==> src/iss_pkg.sv <==
package iss_pkg;

	localparam int unsigned CAPACITY_DEF = 64;
	localparam int unsigned DATA_W       = 32;
	localparam int unsigned OP_W         = 3;
	localparam int unsigned POS_W        = 7;
	localparam int unsigned STATUS_W     = 2;
	localparam int unsigned COUNT_W      = 7;

	typedef enum logic [OP_W-1:0] {
		OP_APPEND     = 3'd0,
		OP_PREPEND    = 3'd1,
		OP_INSERT     = 3'd2,
		OP_POP_FRONT  = 3'd3,
		OP_POP_BACK   = 3'd4,
		OP_REMOVE     = 3'd5,
		OP_READ       = 3'd6,
		OP_CLEAR      = 3'd7
	} op_t;

	typedef enum logic [STATUS_W-1:0] {
		STS_OK    = 2'd0,
		STS_INDEX = 2'd1,
		STS_EMPTY = 2'd2,
		STS_FULL  = 2'd3
	} status_t;

	typedef enum logic [1:0] {
		CELL_HOLD   = 2'd0,
		CELL_INSERT = 2'd1,
		CELL_REMOVE = 2'd2,
		CELL_READ   = 2'd3
	} cell_cmd_t;

	// broadcast to every cell of the row
	typedef struct packed {
		cell_cmd_t         cmd;
		logic [DATA_W-1:0] value;
	} cell_ctl_t;

endpackage

==> src/iss_cell.sv <==
module iss_cell #(
	parameter int unsigned IDX_W = 6,
	parameter int unsigned INDEX = 0
) (
	input  logic                           clk,
	input  iss_pkg::cell_ctl_t             ctl,
	input  logic [IDX_W-1:0]               sel,
	input  logic [iss_pkg::DATA_W-1:0]     below,
	input  logic [iss_pkg::DATA_W-1:0]     above,
	input  logic [iss_pkg::DATA_W-1:0]     rbus_in,
	output logic [iss_pkg::DATA_W-1:0]     value,
	output logic [iss_pkg::DATA_W-1:0]     rbus
);

	localparam logic [IDX_W-1:0] MY_IDX = IDX_W'(INDEX);

	logic [iss_pkg::DATA_W-1:0] value_q;
	logic [iss_pkg::DATA_W-1:0] rbus_q;

	always_ff @(posedge clk) begin
		unique case (ctl.cmd)
			iss_pkg::CELL_INSERT: begin
				// cells above the gap take their lower neighbor
				if (MY_IDX > sel) begin
					value_q <= below;
				end else if (MY_IDX == sel) begin
					value_q <= ctl.value;
				end
			end
			iss_pkg::CELL_REMOVE: begin
				if (MY_IDX >= sel) begin
					value_q <= above;
				end
			end
			iss_pkg::CELL_READ: begin
				// read bus moves one cell toward the head each cycle
				rbus_q <= (MY_IDX == sel) ? value_q : rbus_in;
			end
			default: begin
			end
		endcase
	end

	assign value = value_q;
	assign rbus  = rbus_q;

endmodule

==> config.mk <==
export PLATFORM = sky130hd
export DESIGN_NAME = iss_cell
export DESIGN_NICKNAME = d
export VERILOG_FILES = /design/src/iss_pkg.sv /design/src/iss_cell.sv
export SDC_FILE = /design/constraint.sdc
export NUM_CORES = 1
export LEC_CHECK = 0
export BUFFER_PORTS_ARGS = -buffer_cell sky130_fd_sc_hd__buf_4
export CAP_MARGIN = 5
export CELL_PAD_IN_SITES_DETAIL_PLACEMENT = 1
export CELL_PAD_IN_SITES_GLOBAL_PLACEMENT = 1
export CORE_ASPECT_RATIO = 2
export CORE_MARGIN = 3
export CORE_UTILIZATION = 34
export DETAILED_ROUTE_END_ITERATION = 12
export PLACE_DENSITY = 0.84
export SYNTH_ARGS = -nofsm -noshare
export SYNTH_HDL_FRONTEND = slang
export SYNTH_SLANG_ARGS = --single-unit
==> constraint.sdc <==
create_clock -name clk -period 4.15 [get_ports clk]
set_input_delay 0.2075 -clock clk [delete_from_list [all_inputs] [get_ports clk]]
set_output_delay 0.2075 -clock clk [all_outputs]
set_load 0.05 [all_outputs]
* Word level (Yosys, flattened, before mapping)
Index checks and enable logic that the tools add are counted.
** Word-level totals
- Flip-flop bits (word level) :: 64
- Logic and storage cells :: 17
- Input port bits :: 137
** Operators by class
- Equality and inequality tests :: 5
- Reductions and logical operators :: 3
- Multiplexer cells :: 5
- $lt $le $gt $ge :: 2
** Operators with widths (count)
- 32-bit 2-to-1 mux :: 4
- 32-bit case mux with 2 select lines :: 1
- 1-bit by 6-bit greater-or-equal comparator with 1-bit output (first input constant) :: 1
- 1-bit by 6-bit > comparator with 1-bit output (first input constant) :: 1
- 6-bit logical NOT :: 1
- 2-bit == test (second input constant) :: 2
- 3-bit inequality test (second input constant) :: 1
- 3-bit AND reduction :: 1
- 2-bit by 1-bit == test with 1-bit output (second input constant) :: 1
- 2-bit inequality test (second input constant) :: 1
- 2-bit nonzero test :: 1

* Depth between registers and ports, before layout
Gate-level depths: netlist of the first run.
- Depth in word-level cells :: 4
- Gate-level depth with buffers :: 4
- Mapped depth without buffers :: 3

* Worst setup path before layout of the first run
Ideal clock, no wire load.
- Kind :: input port to flip-flop
- Start :: input port sel[0]
- End :: register value_q, in the netlist value[0] (enable)
- Stages :: 4
- Arrival time :: 2.186 ns
- Path slack :: 1.543 ns
- Library setup time :: 0.421 ns
- Cell sequence :: nor4_2 > nand2_2 > buf_6 > nor2_1
** On the way
- Longest elaborated chain between the ends :: 3
- Elaborated cells between the ends (all ways) :: 6
** Ends and longest elaborated chain
- from (decl) :: RTL line iss_cell.sv:7 : input logic [IDX_W-1:0] sel,
- 1-bit by 6-bit > comparator with 1-bit output, or another cell as far along :: RTL line iss_cell.sv:24 : if (MY_IDX > sel) begin
- 3-bit inequality test (no source line) or 2-bit inequality test (tied branches)
- 3-bit AND reduction (no source line) (*)
- to (signal assigned) :: RTL line iss_cell.sv:25 : value_q <= below;
- to (signal assigned) :: RTL line iss_cell.sv:27 : value_q <= ctl.value;
- to (signal assigned) :: RTL line iss_cell.sv:32 : value_q <= above;
- to (decl) :: RTL line iss_cell.sv:17 : logic [iss_pkg::DATA_W-1:0] value_q;
Every way passes the cells marked *; elsewhere a longest branch is shown, timed or not.
A chain may end at the register's enable or synchronous reset.

* Worst setup path after layout of the first run
- Start :: input port sel[0]
- End :: register value_q, in the netlist value[6] (enable)
The elaborated chain is that of the path after synthesis.

==> results of run 1 <==
## kinds of logic (layout without fill, tap and decap cells)
| kind of cell | after synthesis | after routing |
|---|---|---|
| XOR/XNOR | 1 | 1 |
| buffers and inverters | 7 | 184 |
| flip-flops | 64 | 64 |
| multiplexers | 64 | 64 |
| AND/OR/NAND/NOR | 6 | 6 |
## flip-flops by register name, indices dropped and copies added (netlist names)
signal	flops
rbus	32
value	32
## cell type report
cell class,count,area (um^2),area share (%)
clock buffers,10,229,5.14
clock inverters,5,25.0,0.561
well taps,96,120,2.69
multi-input cells,71,893,20.0
repair buffers,169,1270,28.5
flip-flops and latches,64,1920,43.1
## metrics by stage
| stage | utilization [%] | hold slack [ps] | total power [W] |
|---|---|---|---|
| final | 55.3 | 179 | 0.00161 |
| after global routing | 55.3 | 177 | 0.00167 |
| after CTS | 55.3 | 167 | 0.00163 |
| after detailed placement | 52.2 | 509 | 0.000982 |
| after global placement | 52.2 | 492 | 0.000974 |
| after floorplan | - | 408 | 0.000870 |
## worst max-delay path, stage by stage
cell and delay [ps]:
sky130_fd_sc_hd__buf_4 120, sky130_fd_sc_hd__nor4_2 280, sky130_fd_sc_hd__nand2_2 70, sky130_fd_sc_hd__buf_4 310, sky130_fd_sc_hd__nor2_4 820
## path summary, 6_finish.rpt
check             from        to  cells after the start
min           above[0]  value[0]                      2
max             sel[0]  value[6]                      5
max reg2reg   value[2]   rbus[2]                      1
min reg2reg  value[22]  rbus[22]                      1
## cell usage after synthesis, drive strengths merged
library cell and number:
buf 6, and2 1, nand2 1, xnor2 1
nor4 1, clkbuf 1, mux2 64, nor2 2
edfxtp 64, nor2b 1
## metal layers
metal  GRT usage [%]  part of all wire (%)  vias to the layer above
met5               0                     0                        -
met4            8.37                   3.4                        0
met3            5.50                   8.3                       17
met2            29.4                    57                      117
met1            15.5                    31                      921
li1                -                     -                      900
## where the power goes
part / switching [W] / internal (W) / total (W) / leakage, nW
clock network: 0.000252 / 0.000394 / 0.000645 / 0.123
logic: 0.000102 / 0.000125 / 0.000227 / 1.24
registers: 0.00000472 / 0.000735 / 0.000739 / 0.588
==> metrics.md, run 1 <==
| Metric | Value |
|---|---|
| Flip-flop and latch count after synthesis | `64` |
| Sum of routed wire length over all layers | `7.77 mm` |
| First-pass GRT wire length | `between 10 and 15 mm` |
| Final cell count without fillers | `415` |
| Resize count post-CTS | `0` |
| Leakage power figure | `between 1.5 and 2 nW` |
| YS warnings | `0` |
| Filler Cells Inserted | `roughly 810` |
| Pin count of the biggest net entering global routing | `34` |
| Summed negative setup slack over all endpoints | `0 ps` |
| Fraction of final layout cells sized beyond drive strength 1 | `between 70% and 80%` |
| Initial standard-cell utilization of the core | `35.5%` |
| Post-synthesis compound-gate area fraction | `0%` |
| Top cell type by total area after synthesis | `sky130_fd_sc_hd__edfxtp_1` |
| Number of optimization iterations in the first detailed-route pass | `4` |
| Cell area power density | `around 360 nW/um^2` |
| Number of failing hold endpoints at the final stage | `0` |
| Commonest non-fill, non-tap cell in the layout | `sky130_fd_sc_hd__buf_4` |
| Post-placement cell count | `400` |
| Clock tree buffer depth | `2` |
| Post-synthesis area per instance | `about 20 um^2` |
| Slew Viols, Final | `0` |
| Placed instance area | `between 4000 and 5000 um^2` |
| Sum of overflow across all layers after global routing | `0` |
| Initial antenna violation count | `0` |
| Total via count after detailed routing | `between 1500 and 2000` |
| Max IR drop VDD | `roughly 0.23 mV` |
| Net count of the finished layout | `~450` |
| Peak fanout along the critical path | `33` |
| Average vias per placed instance | `4.71` |
| Port Buf Inserts | `168` |
| Critical Path Sink Type | `flop` |
| Clock-pin slew on the worst setup and hold paths | `~50 ps` |
| Register-to-register setup slack | `approximately 3200 ps` |
| Width of the die | `around 70 um` |
| CTS tree | `built` |
| Buffer count from post-CTS setup fixing | `0` |
| Post-Place Worst Slack | `roughly 1900 ps` |
| Max frequency | `527 MHz` |
| Final setup fails | `0` |
| Arithmetic-cell share of the synthesized area counting full adders, half adders and majority gates | `0%` |
| Number of hold buffers added after cts | `0` |
| Setup ws final | `2250 ps` |
| CTS Buf Count | `9` |
| Sequential element share of the synthesized area | `67.2%` |
| Multiplexer fraction of the synthesized cell area | `roughly 29%` |
| Final cycle utilization of the critical path | `45.7%` |
| Arrival time worst endpoint | `1840 ps` |
| Antenna violation net count after detailed routing | `0` |
| Die ar. | `9610 um^2` |
| Number of global-route vias before repair | `about 2200` |
| Area of all placed cells without fillers | `4460 um^2` |
| Floorplan core area | `8060 um^2` |
| Count of cell types in the netlist | `13` |
| Number of antenna repair diodes | `0` |
| Status | `finished, final reports clean` |
| Worst path required time | `roughly 4100 ps` |
| Height of the die | `between 100 and 150 um` |
| Area fraction of the dominant cell type after synthesis | `67.2%` |
| Worst setup skew after layout | `approximately 6.0 ps` |
| Transition at the pin with the smallest max-transition slack | `roughly 980 ps` |
| Unrepaired setup endpoints after global routing | `no` |
| Per-cell routed wire length | `approximately 19 um` |
| Setup CP Type | `in2reg` |
| Slew headroom | `about a third` |
| XOR/XNOR share of the synthesized area | `less than 1%` |
| P&R area growth vs syn | `55.9%` |
| Number of DRC violations after detailed-routing iteration 0 | `75` |
| Combined area of all synthesized cells | `roughly 2900 um^2` |
| Number of ports placed on the die boundary | `around 200` |
| Kind of start point of the critical path | `primary input` |
| Post-Synthesis Net Count | `approximately 280` |
| Main area contributors after synthesis | `sky130_fd_sc_hd__edfxtp_1 (67%), sky130_fd_sc_hd__mux2_4 (15%), sky130_fd_sc_hd__mux2_2 (13%), sky130_fd_sc_hd__buf_6 (1.2%), sky130_fd_sc_hd__buf_4 (0.79%)` |
| Reported max-cap violation count | `0` |
| Number of sinks handled by clock tree synthesis | `64` |
| DRC | `0` |
| Synthesized-area fraction occupied by and/or/nand/nor cells | `approximately 1.4%` |
| Worst-Skew Late Latency | `320 ps` |
| Global placer's final weighted congestion | `approximately 0.72` |
| Final min period | `1900 ps` |
| Post-detailed-placement half-perimeter wirelength | `slightly above 6 mm` |
| Global routing usage summed across all routing layers | `around 16%` |
| Synth Instances | `around 140` |
| Row count | `46` |
| Clock root buffer | `sky130_fd_sc_hd__clkbuf_16` |
| Dominant combinational cell family by area after synthesis | `multiplexers` |
| Count of H-tree levels built during CTS | `3` |
| Commonest cells after routing, fill and taps aside | `sky130_fd_sc_hd__buf_4 (169), sky130_fd_sc_hd__edfxtp_1 (64), sky130_fd_sc_hd__mux2_2 (33), sky130_fd_sc_hd__mux2_4 (29), sky130_fd_sc_hd__clkbuf_16 (9)` |
| Path category of the worst min-delay check | `in2reg` |
(Power assumes the default switching activity.)
==> run 2: changes to the inputs <==
--- a/config.mk
+++ b/config.mk
@@ -11,9 +11,9 @@
 export CELL_PAD_IN_SITES_GLOBAL_PLACEMENT = 1
 export CORE_ASPECT_RATIO = 2
 export CORE_MARGIN = 3
-export CORE_UTILIZATION = 34
+export CORE_UTILIZATION = 31
 export DETAILED_ROUTE_END_ITERATION = 12
-export PLACE_DENSITY = 0.84
+export PLACE_DENSITY = 0.78
 export SYNTH_ARGS = -nofsm -noshare
 export SYNTH_HDL_FRONTEND = slang
 export SYNTH_SLANG_ARGS = --single-unit
==> constraint.sdc (replaced) <==
create_clock -name clk -period 1.9 [get_ports clk]
set_input_delay 0.095 -clock clk [delete_from_list [all_inputs] [get_ports clk]]
set_output_delay 0.095 -clock clk [all_outputs]
set_load 0.05 [all_outputs]
==> metrics.md, run 2 (same netlist as run 1, synthesis figures left out) <==
| Metric | Value |
|---|---|
| Register-to-register setup slack | `950 ps (-2230 ps)` |
| Height of the die | `142 um (+4.5%)` |
| Max IR drop VDD | `0.741 mV (+220%)` |
| CP startpoint | `sel[0]` |
| Cell area power density | `891 nW/um^2 (+150%)` |
| Number of sinks handled by clock tree synthesis | `64 (unchanged)` |
| Commonest cells after routing, fill and taps aside | `sky130_fd_sc_hd__buf_4 (174), sky130_fd_sc_hd__edfxtp_1 (64), sky130_fd_sc_hd__mux2_2 (33), sky130_fd_sc_hd__mux2_4 (29), sky130_fd_sc_hd__clkbuf_16 (9)` |
| Die ar. | `10500 um^2 (+9.0%)` |
| Transition at the pin with the smallest max-transition slack | `434 ps (-545 ps)` |
| P&R area growth vs syn | `62.2%` |
| Filler Cells Inserted | `904 (+12%)` |
| Average vias per placed instance | `4.56 (-3.2%)` |
| Worst path required time | `1910 ps (-2180 ps)` |
| Cell with the most instances on the worst path | `sky130_fd_sc_hd__buf_4` |
| Summed negative setup slack over all endpoints | `0 ps (unchanged)` |
| Worst-Skew Late Latency | `330 ps (about the same)` |
| Register Area | `1920 um^2 (unchanged)` |
| Length in cells of the worst reg-to-reg path | `1 (unchanged)` |
| Area occupied by multi-input gates | `893 um^2 (unchanged)` |
| Gate family responsible for the most delay along the worst path | `buffers and inverters` |
| Status | `finished, final reports clean` |
| Kind of start point of the critical path | `primary input` |
| CTS tree | `built` |
| Worst-path cell with the longest stage delay | `sky130_fd_sc_hd__nor4_2` |
| Arrival time worst endpoint | `1180 ps (-660 ps)` |
| Buffer count from post-CTS setup fixing | `0 (unchanged)` |
| Final cell count without fillers | `428 (+3.1%)` |
| Row count | `49 (+6.5%)` |
| Clock root buffer | `sky130_fd_sc_hd__clkbuf_16` |
| RR Endpoint | `rbus[2]` |
| Count of H-tree levels built during CTS | `3 (unchanged)` |
| Global routing usage summed across all routing layers | `15.3% (-0.74 points)` |
| Number of optimization iterations in the first detailed-route pass | `4 (unchanged)` |
| Clock tree buffer depth | `2 (unchanged)` |
| Port Buf Inserts | `168 (unchanged)` |
| Peak fanout along the critical path | `18 (-45%)` |
| Number of failing hold endpoints at the final stage | `0 (unchanged)` |
| Net count of the finished layout | `458 (+1.3%)` |
| Pin count of the biggest net entering global routing | `23 (-32%)` |
| Critical Path Sink Type | `flop` |
| CTS Buf Count | `9 (unchanged)` |
| Leakage power figure | `2.04 nW (+4.2%)` |
| Beginning of the worst register-to-register path | `value[2]` |
| Slew Viols, Final | `0 (unchanged)` |
| Number of ports placed on the die boundary | `201 (unchanged)` |
| Cell-by-cell listing of the critical path | `buf_4 > nor4_2 > nand2_2 > buf_4 > nor2_4 > buf_4` |
| Number of antenna repair diodes | `0 (unchanged)` |
| Global placer's final weighted congestion | `0.731 (+0.92%)` |
| Number of global-route vias before repair | `2108 (-3.7%)` |
| Commonest non-fill, non-tap cell in the layout | `sky130_fd_sc_hd__buf_4` |
| Path category of the worst min-delay check | `in2reg` |
| Fraction of final layout cells sized beyond drive strength 1 | `79.1% (+1.4 points)` |
| Hold Crit Depth | `2 (unchanged)` |
| Number of hold buffers added after cts | `0 (unchanged)` |
| First-pass GRT wire length | `11.4 mm (+0.31%)` |
| Post-detailed-placement half-perimeter wirelength | `6.62 mm (+9.7%)` |
| Max frequency | `between 800 and 900 MHz` |
| Number of DRC violations after detailed-routing iteration 0 | `72 (-4.0%)` |
| Crit path buffers/inverters | `3 (+1)` |
| DRC | `0 (unchanged)` |
| Initial standard-cell utilization of the core | `31.7% (-3.8 points)` |
| Post-placement cell count | `412 (+3.0%)` |
| Sum of overflow across all layers after global routing | `0 (unchanged)` |
| Initial antenna violation count | `0 (unchanged)` |
| Total via count after detailed routing | `1952 (-0.15%)` |
| Final setup fails | `0 (unchanged)` |
| Final min period | `between 1000 and 1500 ps` |
| Worst setup skew after layout | `4.75 ps (-1.24 ps)` |
| Setup CP Type | `in2reg` |
| Per-cell routed wire length | `18.8 um (+0.61%)` |
| Unrepaired setup endpoints after global routing | `no` |
| Final cycle utilization of the critical path | `between 60% and 70%` |
| Clock-pin slew on the worst setup and hold paths | `50 ps (about the same)` |
| Antenna violation net count after detailed routing | `0 (unchanged)` |
| Floorplan core area | `9010 um^2 (+12%)` |
| Width of the die | `73.9 um (+4.3%)` |
| CP peak stage delay | `280 ps (-540 ps)` |
| Sum of routed wire length over all layers | `8.07 mm (+3.8%)` |
| Endpoint of the worst hold-timing path | `value[26]` |
| Hold path start | `ctl[26]` |
| Slew headroom | `71.0% (+36 points)` |
| Reported max-cap violation count | `0 (unchanged)` |
| Resize count post-CTS | `0 (unchanged)` |
run 2: final cells by class:
| cell class | count | share of cell area (%) |
|---|---|---|
| Sequential cell | 64 | 41.4 |
| Clock buffer | 9 | 4.86 |
| Timing Repair Buffer | 175 | 28.6 |
| Clock inverter | 7 | 3.10 |
| Multi-Input combinational cell | 71 | 19.3 |
| Tap cell | 102 | 2.75 |
run 2: how the worst max path moves through the flow:
stage,slack (ps),depth (start not counted),to
floorplan,290,4,value[0]
global placement,400,6,value[5]
detailed placement,380,6,value[5]
CTS,740,6,value[6]
global route,640,6,value[6]
finish,730,6,value[6]
run 2: per-stage QoR:
stage               hold WS, ps  cell area (um^2)  setup slack [ps]  utilization [%]  total power, W
floorplan                   296              2870               294                -         0.00190
global placement            380              4270               404             47.4         0.00214
detailed placement          389              4270               376             47.4         0.00216
CTS                        38.9              4640               737             51.5         0.00420
global route               52.3              4640               644             51.5         0.00427
finish                     52.9              4640               733             51.5         0.00413
run 2: power by group:
part           switching [W]  internal (W)  leakage, nW
registers          0.0000106       0.00160        0.588
logic               0.000226      0.000279         1.28
clock network       0.000601       0.00141        0.172
run 2: metal layers:
layer | part of all wire (%) | GRT usage, % | vias to the layer above
met5 | 0 | 0 | -
met4 | 2.5 | 7.26 | 0
met3 | 6.4 | 3.76 | 12
met2 | 60 | 28.6 | 96
met1 | 32 | 15.1 | 929
li1 | - | - | 915
