**src/iss_pkg.sv**
```systemverilog
package iss_pkg;

	localparam int unsigned CAPACITY_DEF = 64;
	localparam int unsigned DATA_W       = 32;
	localparam int unsigned OP_W         = 3;
	localparam int unsigned POS_W        = 7;
	localparam int unsigned STATUS_W     = 2;
	localparam int unsigned COUNT_W      = 7;

	typedef enum logic [OP_W-1:0] {
		OP_APPEND     = 3'd0,
		OP_PREPEND    = 3'd1,
		OP_INSERT     = 3'd2,
		OP_POP_FRONT  = 3'd3,
		OP_POP_BACK   = 3'd4,
		OP_REMOVE     = 3'd5,
		OP_READ       = 3'd6,
		OP_CLEAR      = 3'd7
	} op_t;

	typedef enum logic [STATUS_W-1:0] {
		STS_OK    = 2'd0,
		STS_INDEX = 2'd1,
		STS_EMPTY = 2'd2,
		STS_FULL  = 2'd3
	} status_t;

	typedef enum logic [1:0] {
		CELL_HOLD   = 2'd0,
		CELL_INSERT = 2'd1,
		CELL_REMOVE = 2'd2,
		CELL_READ   = 2'd3
	} cell_cmd_t;

	// broadcast to every cell of the row
	typedef struct packed {
		cell_cmd_t         cmd;
		logic [DATA_W-1:0] value;
	} cell_ctl_t;

endpackage

```
**src/iss_in_if.sv**
```systemverilog
interface iss_in_if;
	logic                            valid;
	logic                            ready;
	logic [iss_pkg::OP_W-1:0]        op;
	logic signed [iss_pkg::DATA_W-1:0] item_value;
	logic [iss_pkg::POS_W-1:0]       position;

	modport source(output valid, op, item_value, position, input ready);
	modport sink(input valid, op, item_value, position, output ready);
endinterface

```
**src/iss_out_if.sv**
```systemverilog
interface iss_out_if;
	logic                              valid;
	logic                              ready;
	logic [iss_pkg::STATUS_W-1:0]      status;
	logic signed [iss_pkg::DATA_W-1:0] read_value;
	logic [iss_pkg::COUNT_W-1:0]       element_count;

	modport source(output valid, status, read_value, element_count, input ready);
	modport sink(input valid, status, read_value, element_count, output ready);
endinterface

```
**src/iss_ctrl.sv**
```systemverilog
module iss_ctrl #(
	parameter int unsigned CAPACITY = iss_pkg::CAPACITY_DEF,
	parameter int unsigned IDX_W    = 6,
	parameter int unsigned CNT_W    = 7
) (
	input  logic                       clk,
	input  logic                       arst_n,
	iss_in_if.sink                     req,
	iss_out_if.source                  rsp,
	output iss_pkg::cell_ctl_t         ctl,
	output logic [IDX_W-1:0]           sel,
	input  logic [iss_pkg::DATA_W-1:0] rd_data
);

	localparam int unsigned CMP_W = (CNT_W > iss_pkg::POS_W) ? CNT_W : iss_pkg::POS_W;

	typedef enum logic [2:0] {
		S_IDLE = 3'b001,
		S_READ = 3'b010,
		S_LOAD = 3'b100
	} state_t;

	state_t                     state_q;
	logic [CNT_W-1:0]           cnt_q;
	logic                       rsp_valid_q;
	logic [IDX_W-1:0]           step_q;
	logic [IDX_W-1:0]           rpos_q;
	iss_pkg::status_t           sts_q;
	logic [iss_pkg::DATA_W-1:0] rd_q;
	logic [CNT_W-1:0]           cnt_out_q;

	iss_pkg::op_t               op;
	logic                       accept;
	logic                       out_free;
	logic                       rsp_post;
	logic [CMP_W-1:0]           pos_ext;
	logic [CMP_W-1:0]           cnt_ext;
	logic [CMP_W-1:0]           cap_ext;
	logic [CMP_W-1:0]           ins_p;
	iss_pkg::status_t           sts;
	logic [CNT_W-1:0]           cnt_nxt;
	iss_pkg::cell_cmd_t         cmd;
	logic [IDX_W-1:0]           at;
	logic                       rd_go;

	assign op       = iss_pkg::op_t'(req.op);
	assign out_free = !rsp_valid_q || rsp.ready;
	assign req.ready = (state_q == S_IDLE) && out_free;
	assign accept   = req.valid && req.ready;
	assign rsp_post = (accept && !rd_go) || (state_q == S_LOAD && out_free);
	assign pos_ext  = CMP_W'(req.position);
	assign cnt_ext  = CMP_W'(cnt_q);
	assign cap_ext  = CMP_W'(CAPACITY);

	always_comb begin
		sts     = iss_pkg::STS_OK;
		cnt_nxt = cnt_q;
		cmd     = iss_pkg::CELL_HOLD;
		at      = '0;
		rd_go   = 1'b0;
		ins_p   = pos_ext;
		if (op == iss_pkg::OP_APPEND) begin
			ins_p = cnt_ext;
		end else if (op == iss_pkg::OP_PREPEND) begin
			ins_p = '0;
		end
		unique case (op) inside
			iss_pkg::OP_APPEND, iss_pkg::OP_PREPEND, iss_pkg::OP_INSERT: begin
				// index check ahead of the full check
				if (ins_p > cnt_ext) begin
					sts = iss_pkg::STS_INDEX;
				end else if (cnt_ext >= cap_ext) begin
					sts = iss_pkg::STS_FULL;
				end else begin
					cmd     = iss_pkg::CELL_INSERT;
					at      = IDX_W'(ins_p);
					cnt_nxt = cnt_q + CNT_W'(1);
				end
			end
			iss_pkg::OP_POP_FRONT: begin
				if (cnt_q == '0) begin
					sts = iss_pkg::STS_EMPTY;
				end else begin
					cmd     = iss_pkg::CELL_REMOVE;
					cnt_nxt = cnt_q - CNT_W'(1);
				end
			end
			iss_pkg::OP_POP_BACK: begin
				if (cnt_q == '0) begin
					sts = iss_pkg::STS_EMPTY;
				end else begin
					cnt_nxt = cnt_q - CNT_W'(1);
				end
			end
			iss_pkg::OP_REMOVE: begin
				if (pos_ext >= cnt_ext) begin
					sts = iss_pkg::STS_INDEX;
				end else begin
					cmd     = iss_pkg::CELL_REMOVE;
					at      = IDX_W'(pos_ext);
					cnt_nxt = cnt_q - CNT_W'(1);
				end
			end
			iss_pkg::OP_READ: begin
				if (pos_ext >= cnt_ext) begin
					sts = iss_pkg::STS_INDEX;
				end else begin
					rd_go = 1'b1;
				end
			end
			default: begin
				cnt_nxt = '0;
			end
		endcase
	end

	always_comb begin
		ctl.value = req.item_value;
		if (state_q == S_READ) begin
			ctl.cmd = iss_pkg::CELL_READ;
			sel     = rpos_q;
		end else if (accept) begin
			ctl.cmd = cmd;
			sel     = at;
		end else begin
			ctl.cmd = iss_pkg::CELL_HOLD;
			sel     = at;
		end
	end

	always_ff @(posedge clk or negedge arst_n) begin
		if (!arst_n) begin
			state_q     <= S_IDLE;
			cnt_q       <= '0;
			rsp_valid_q <= 1'b0;
			step_q      <= '0;
			rpos_q      <= '0;
		end else begin
			if (rsp_post) begin
				rsp_valid_q <= 1'b1;
			end else if (rsp.ready) begin
				rsp_valid_q <= 1'b0;
			end
			unique case (state_q)
				S_IDLE: begin
					if (accept) begin
						cnt_q <= cnt_nxt;
						if (rd_go) begin
							state_q <= S_READ;
							step_q  <= '0;
							rpos_q  <= IDX_W'(pos_ext);
						end
					end
				end
				S_READ: begin
					// the read pass ends once step_q has counted up to position, when the wanted word has reached the head
					if (step_q == rpos_q) begin
						state_q <= S_LOAD;
					end else begin
						step_q <= step_q + IDX_W'(1);
					end
				end
				S_LOAD: begin
					if (out_free) begin
						state_q <= S_IDLE;
					end
				end
				default: begin
					state_q <= S_IDLE;
				end
			endcase
		end
	end

	always_ff @(posedge clk) begin
		if (accept && !rd_go) begin
			sts_q     <= sts;
			rd_q      <= '0;
			cnt_out_q <= cnt_nxt;
		end else if (state_q == S_LOAD && out_free) begin
			sts_q     <= iss_pkg::STS_OK;
			rd_q      <= rd_data;
			cnt_out_q <= cnt_q;
		end
	end

	assign rsp.valid         = rsp_valid_q;
	assign rsp.status        = sts_q;
	assign rsp.read_value    = rd_q;
	assign rsp.element_count = iss_pkg::COUNT_W'(cnt_out_q);

	a_count_bound: assert property (@(posedge clk) disable iff (!arst_n)
		cnt_q <= CNT_W'(CAPACITY))
		else $error("element count above capacity");

	a_busy_no_ready: assert property (@(posedge clk) disable iff (!arst_n)
		state_q != S_IDLE |-> !req.ready)
		else $error("ready while a read pass is running");

	a_quick_result: assert property (@(posedge clk) disable iff (!arst_n)
		accept && !rd_go |=> rsp_valid_q && cnt_q == $past(cnt_nxt))
		else $error("single-cycle op did not post its result");

	a_step_bound: assert property (@(posedge clk) disable iff (!arst_n)
		state_q == S_READ |-> step_q <= rpos_q)
		else $error("read pass ran past its position");

	a_load_done: assert property (@(posedge clk) disable iff (!arst_n)
		state_q == S_LOAD && !rsp_valid_q |=> rsp_valid_q && state_q == S_IDLE)
		else $error("read result not posted");

endmodule

```
**src/flat_wrapper.sv**
```systemverilog
// flat-port wrapper written by rule: the top's interface ports become plain ports
module iss_ctrl_flat 
#(
	parameter int unsigned CAPACITY = iss_pkg::CAPACITY_DEF,
	parameter int unsigned IDX_W    = 6,
	parameter int unsigned CNT_W    = 7
)
  (clk, arst_n, ctl, sel, rd_data, req_valid, req_op, req_item_value, req_position, req_ready, rsp_valid, rsp_status, rsp_read_value, rsp_element_count, rsp_ready);
  iss_in_if req_i ();
  iss_out_if rsp_i ();
  input  logic clk;
  input  logic arst_n;
  output iss_pkg::cell_ctl_t ctl;
  output logic [IDX_W-1:0] sel;
  input  logic [iss_pkg::DATA_W-1:0] rd_data;
  input wire logic [$bits(req_i.valid)-1:0] req_valid;
  input wire logic [$bits(req_i.op)-1:0] req_op;
  input wire logic [$bits(req_i.item_value)-1:0] req_item_value;
  input wire logic [$bits(req_i.position)-1:0] req_position;
  output wire logic [$bits(req_i.ready)-1:0] req_ready;
  output wire logic [$bits(rsp_i.valid)-1:0] rsp_valid;
  output wire logic [$bits(rsp_i.status)-1:0] rsp_status;
  output wire logic [$bits(rsp_i.read_value)-1:0] rsp_read_value;
  output wire logic [$bits(rsp_i.element_count)-1:0] rsp_element_count;
  input wire logic [$bits(rsp_i.ready)-1:0] rsp_ready;
  assign req_i.valid = req_valid;
  assign req_i.op = req_op;
  assign req_i.item_value = req_item_value;
  assign req_i.position = req_position;
  assign req_ready = req_i.ready;
  assign rsp_valid = rsp_i.valid;
  assign rsp_status = rsp_i.status;
  assign rsp_read_value = rsp_i.read_value;
  assign rsp_element_count = rsp_i.element_count;
  assign rsp_i.ready = rsp_ready;
  iss_ctrl #(.CAPACITY(CAPACITY), .IDX_W(IDX_W), .CNT_W(CNT_W)) u_core (.clk(clk), .arst_n(arst_n), .req(req_i), .rsp(rsp_i), .ctl(ctl), .sel(sel), .rd_data(rd_data));
endmodule
```
**config.mk**
```make
export PLATFORM = sky130hd
export DESIGN_NAME = iss_ctrl_flat
export DESIGN_NICKNAME = d
export VERILOG_FILES = /design/src/iss_pkg.sv /design/src/iss_in_if.sv /design/src/iss_out_if.sv /design/src/iss_ctrl.sv /design/src/flat_wrapper.sv
export SDC_FILE = /design/constraint.sdc
export NUM_CORES = 1
export LEC_CHECK = 0
export ABC_AREA = 1
export BUFFER_PORTS_ARGS = -buffer_cell sky130_fd_sc_hd__buf_2
export CAP_MARGIN = 20
export CORE_AREA = 3 3 101 103
export CTS_BUF_LIST = sky130_fd_sc_hd__clkbuf_4
export DETAILED_ROUTE_END_ITERATION = 16
export DIE_AREA = 0 0 104 106
export GPL_TIMING_DRIVEN = 0
export HOLD_SLACK_MARGIN = 0.1
export PLACE_DENSITY = 0.83
export SYNTH_ARGS = -nofsm -noshare
export SYNTH_HDL_FRONTEND = slang
export SYNTH_SLANG_ARGS = --single-unit
```
**constraint.sdc**
```tcl
create_clock -name clk -period 3.25 [get_ports clk]
set_clock_uncertainty 0.1 [all_clocks]
set_input_delay 0.325 -clock clk [delete_from_list [all_inputs] [get_ports clk]]
set_output_delay 0.325 -clock clk [all_outputs]
set_load 0.005 [all_outputs]
```
* Word-level counts from Yosys, hierarchy flattened
Cells that the tools add are included. W data, S select, Z words.
Operators by class: $lt $le $gt $ge 3, muxes and demuxes 41, reductions and logical operators 20, $add $sub $neg 3, equal/unequal tests 15
Operators with widths (count):
- $mux W7 | 8
- $mux W6 | 7
- $pmux W7 S4 | 1
- $pmux W6 S2 | 2
- $mux W2 | 9
- $eq A3 B3 Y1 const B | 4
- $mux W3 | 4
- $pmux W2 S3 | 2
- $eq A3 B2 Y1 const B | 3
- $pmux W3 S3 | 1
- $reduce_and A4 Y1 | 2
- $add A7 B1 Y7 const B | 1
- $ge A7 B7 Y1 | 1
- $ge A7 B7 Y1 const B | 1
- $gt A7 B7 Y1 | 1
- $logic_not A7 Y1 | 1
- $mux W1 | 7
- $sub A7 B1 Y7 const B | 1
- $add A6 B1 Y6 const B | 1
- $eq A3 B1 Y1 const B | 2
- $eq A6 B6 Y1 | 1
- $ne A2 B1 Y1 const B | 3
- $reduce_bool A2 Y1 | 3
- $logic_and A1 B1 Y1 | 4
- 8 further kinds | 12
Word-level totals: input bits 78, logic and storage cells 90, output and inout port bits 83, flip-flop bits (word level) 64

* Logic depth before layout (Yosys ltp)
depth after elaboration 8, mapped depth 18, gate-level depth less buffers 18

* Worst setup path after synthesis
OpenSTA, ideal clock, no wires.
path kind reg2reg, start point register u_core.cnt_q[6] (netlist: u_core.cnt_ext[6]), end point register u_core.cnt_out_q[0] (netlist: u_core.rsp.element_count[0]) (enable), period minus slack after synthesis 2.549 ns, buffers on the path 2, library setup time 0.309 ns, data required time 2.841 ns, data arrival time 2.140 ns, stages on the path, launching flop included 13, slack 0.701 ns, cells stage by stage dfrtp_1 buf_2 clkinv_1 ha_1 nand2_1 inv_2 a21oi_2 nand3_2 nor2_4 nor2_2 inv_2 buf_2 nand2_1
Between the ends: cells in the longest elaborated chain, start to end 6
Ends and longest elaborated chain:
- start, declared | RTL line iss_ctrl.sv:24 | logic [CNT_W-1:0] cnt_q;
- start signal, assigned | RTL line iss_ctrl.sv:147 | cnt_q <= cnt_nxt;
- $ge A7 B7 Y1 | RTL line iss_ctrl.sv:105 | if (pos_ext >= cnt_ext) begin
- $mux W1 | RTL line iss_ctrl.sv:105
- $mux W1 | RTL line iss_ctrl.sv:67 | unique case (op) inside
- $logic_not A1 Y1 | RTL line iss_ctrl.sv:176 | if (accept && !rd_go) begin
- $logic_and A1 B1 Y1 | RTL line iss_ctrl.sv:176
- $reduce_bool A2 Y1 (no source line)
- end signal, assigned | RTL line iss_ctrl.sv:179 | cnt_out_q <= cnt_nxt;
- end signal, assigned | RTL line iss_ctrl.sv:183 | cnt_out_q <= cnt_q;
- end, declared | RTL line iss_ctrl.sv:30 | logic [CNT_W-1:0] cnt_out_q;
No other way between the ends. A chain may end at the register's enable or synchronous reset.

==> results.sh <==
export IMPL_status="completed"
export IMPL_grt_usage_pct=22.5
export IMPL_hp_class="primary input to flip-flop"
export IMPL_synthXorXnorAreaFrac_pct=1.69
export IMPL_seq_area_frac_synth_pct=35.8
export IMPL_drt_iter0_markers=306
export IMPL_post_drt_wl_per_cell_um=14.2
export IMPL_avgViaCountPerCell=5.17
export IMPL_yosys_warnings=0
export IMPL_start_util_pct=44.7
export IMPL_hold_viol_final=0
export IMPL_syn_num_nets=670
export IMPL_crit_path_max_incr_delay_ns=0.36
export IMPL_max_cap_violations=0
export IMPL_crit_buf_inv=4
export IMPL_synth_area_per_cell_sq_um=7.23
export IMPL_dpl_hpwl_mm=9.14
export IMPL_drc=0
export IMPL_clockBufferDepth=2
export IMPL_power_mw=3.28
export IMPL_relSlewSlack_pct=63.0
export IMPL_h_tree_depth=3
export IMPL_dr_total_vias=4566
export IMPL_yosys_area_share_adder_pct=5.43
export IMPL_vdd_drop_max_uv=290
export IMPL_synthTopCellsByArea="dfxtp_1 15%, nand2_1 15%, dfrtp_1 13%, edfxtp_1 6.5%, nand4_1 6.0%"
export IMPL_drt_total_wl_mm=12.6
export IMPL_synthSimpleGateAreaFrac_pct=31.8
export IMPL_gp_congestion=0.936
export IMPL_clock_latency_ns=0.41
export IMPL_clock_sinks=64
export IMPL_holdWs_ns=0.120
export IMPL_layout_nets=845
export IMPL_stdcell_area_sq_um=5560
export IMPL_synth_area_mux_share_pct=0
export IMPL_placedCellCount=831
export IMPL_coreArea_sq_um=9280
export IMPL_fmax_mhz=326
export IMPL_synth_compound_area_share_pct=11.5
export IMPL_portBuffers=128
export IMPL_min_period_ns=3.07
export IMPL_first_pass_iters=5
export IMPL_netlist_area_leader_share_pct=15.4
export IMPL_cts_made_buffers=9
export IMPL_critPathKind="flip-flop to output pin"
export IMPL_synth_distinct_cells=37
export IMPL_ys_ff_latch=64
export IMPL_die_w_um=104
export IMPL_syn2layout_area_growth_pct=33.9
export IMPL_final_setup_viol_count=0
export IMPL_grt_pass1_wl_mm=20.8
export IMPL_final_antenna_net_count=0
export IMPL_cts_root_buffer="clkbuf_4"
export IMPL_netlist_instances=574
export IMPL_start_kind="flip-flop"
export IMPL_synth_top_family_by_area="simple AND/OR/NAND/NOR gates"
export IMPL_end_kind="output pin"
export IMPL_layout_drive_gt1_share_pct=31.3
export IMPL_worst_pin_slew_ns=0.555
export IMPL_async_reset_ff_share_pct=35.9
export IMPL_synth_edf_count=9
export IMPL_drv_slew=0
export IMPL_worstPathMaxFanout=10
export IMPL_stdcell_count=884
export IMPL_arrival_ns=2.64
export IMPL_die_area_sq_um=11000
export IMPL_io_pins=161
export IMPL_synth_largest_area_cell="dfxtp_1"
export IMPL_crit_slowest_cell="dfrtp_1"
export IMPL_synthFlopType="dfxtp_1"
export IMPL_p_leak_nw=2.83
export IMPL_path_delay_family="compound AO/OA/AOI/OAI gates"
export IMPL_grt_antenna_before_repair=1
export IMPL_placed_cell_area_sq_um=4950
export IMPL_post_route_period_util_pct=94.3
export IMPL_row_count=35
export IMPL_powerDensity_nw_per_um2=590
export IMPL_synth_area_sq_um=4150
export IMPL_cts_tree="yes"
export IMPL_grt_max_degree=24
export IMPL_grt_pass1_vias=4484
export IMPL_die_h_um=106
export IMPL_path_clk_slew_ns=0.12
export IMPL_worstPathRequired_ns=2.82
export IMPL_gr_total_overflow=0
export IMPL_cp_cell_sequence="buf_6, clkinv_4, ha_1, nand2_1, inv_2, a21oi_2, nand3_4, nor2_4, a31oi_1, o21ai_0, buf_2"
logic make-up after synthesis:
| logic type | after synthesis |
|---|---|
| buffers and inverters | 111 |
| adders and majority gates | 18 |
| and+or+nand+nor | 289 |
| DFF | 64 |
| xor gates and xnor gates | 8 |
| AOI/OAI and AO/OA | 84 |
layer usage:
| metal | global-route usage (%) | wire (um) | vias to the layer above |
|---|---|---|---|
| met5 | 0 | 0 | - |
| met4 | 8.26 | 362 | 0 |
| met3 | 4.86 | 783 | 34 |
| met2 | 39.6 | 6330 | 210 |
| met1 | 27.0 | 5110 | 2088 |
| li1 | - | - | 2234 |
synth_stat cells (3+ instances only):
library cell / number
nor2_1: 28
nor3_2: 3
nor2_2: 5
o21ai_0: 16
buf_4: 32
dfxtp_1: 32
edfxtp_1: 9
nand2_1: 169
ha_1: 18
nand4_1: 40
clkbuf_1: 13
dfrtp_1: 22
o21ai_1: 14
a21oi_1: 34
nor3_1: 3
inv_1: 43
a21oi_2: 11
nand3_1: 31
xor2_1: 7
buf_2: 9
o22ai_1: 6
buf_6: 3
inv_2: 9
repair_timing:
item / 4_1_cts / 5_1_grt
buffers inserted: 1 / 3
endpoints found under the hold margin: 52 / 1
setup endpoints to repair: 8 / 8
pin swaps: 1 / 5
hold buffers: 31 / 1
gates resized for setup: 7 / 11
report_power, final:
group / leakage [nW] / switching (mW) / total (mW) / internal, mW
clock network: 0.103 / 0.323 / 0.722 / 0.400
registers: 0.647 / 0.0903 / 1.03 / 0.938
logic: 2.09 / 0.953 / 1.53 / 0.577
total: 2.83 / 1.37 / 3.28 / 1.91
tightest hold or removal path, cell delays in order:
cell and delay, ns:
buf_2 0.12, inv_1 0.08, o21ai_1 0.07
final cells by class:
cell class                 instances  area, sq um
inverter                          54          210
tap                              129          161
clock inverter                     7          128
buffer                            57          374
fill                             809         3720
antenna                            1         2.50
clock buffer                       9         67.6
timing repair buffer             164          991
multi-input combinational        399         2140
sequential                        64         1490
cell usage in the layout (no fill, tap or decap), types with 2 or more instances in the layout:
| cell | n |
|---|---|
| a21oi_2 | 12 |
| nor2_2 | 3 |
| nor2_4 | 3 |
| nand3_1 | 31 |
| ha_1 | 18 |
| bufinv_16 | 3 |
| o22ai_1 | 5 |
| o21ai_1 | 16 |
| o21ai_0 | 14 |
| nand2_4 | 3 |
| nor3_1 | 3 |
| nor3_2 | 3 |
| clkbuf_1 | 13 |
| edfxtp_1 | 9 |
| xor2_1 | 7 |
| buf_4 | 36 |
| nand4_1 | 40 |
| nor2_1 | 28 |
| buf_2 | 136 |
| nand2_2 | 2 |
| dfrtp_1 | 22 |
| nand2_1 | 167 |
| nand3_4 | 2 |
| dlygate4sd3_1 | 32 |
| inv_2 | 10 |
| a21oi_1 | 33 |
| inv_1 | 41 |
| clkinv_4 | 3 |
| dfxtp_1 | 32 |
| buf_6 | 4 |
| clkbuf_4 | 9 |
final timing paths:
path	startpoint	end	slack, ns	depth (start not counted)
max	u_core.cnt_ext[6]	ctl[33]	0.18	11
min	req_position[5]	u_core.rpos_q[5]	0.12	3
max reg2reg	u_core.cnt_ext[6]	u_core.rsp.element_count[2]	0.41	13
min reg2reg	u_core.rsp.read_value[3]	u_core.rsp.read_value[3]	0.37	2
max in group asynchronous	arst_n	u_core.rpos_q[1]	2.35	2
min in group asynchronous	arst_n	u_core.state_q[1]	0.32	2
through the flow:
stage	worst slack (ns)	utilization (%)	setup TNS [ns]
finish	0.184	59.9	0
global route	-0.00625	59.9	-0.00915
CTS	0.0439	59.1	0
detailed placement	-0.0514	53.3	-0.139
global placement	0.00899	53.3	0
floorplan	0.701	-	0
registers in the layout, summed over array words and instances, names as in the netlist:
name / cells
u_core.step_q: 6
u_core.rsp.valid: 1
u_core.rpos_q: 6
u_core.rsp.read_value: 32
u_core.rsp.status: 2
u_core.cnt_ext: 7
u_core.state_q: 3
u_core.rsp.element_count: 7
(Power assumes the default switching activity.)
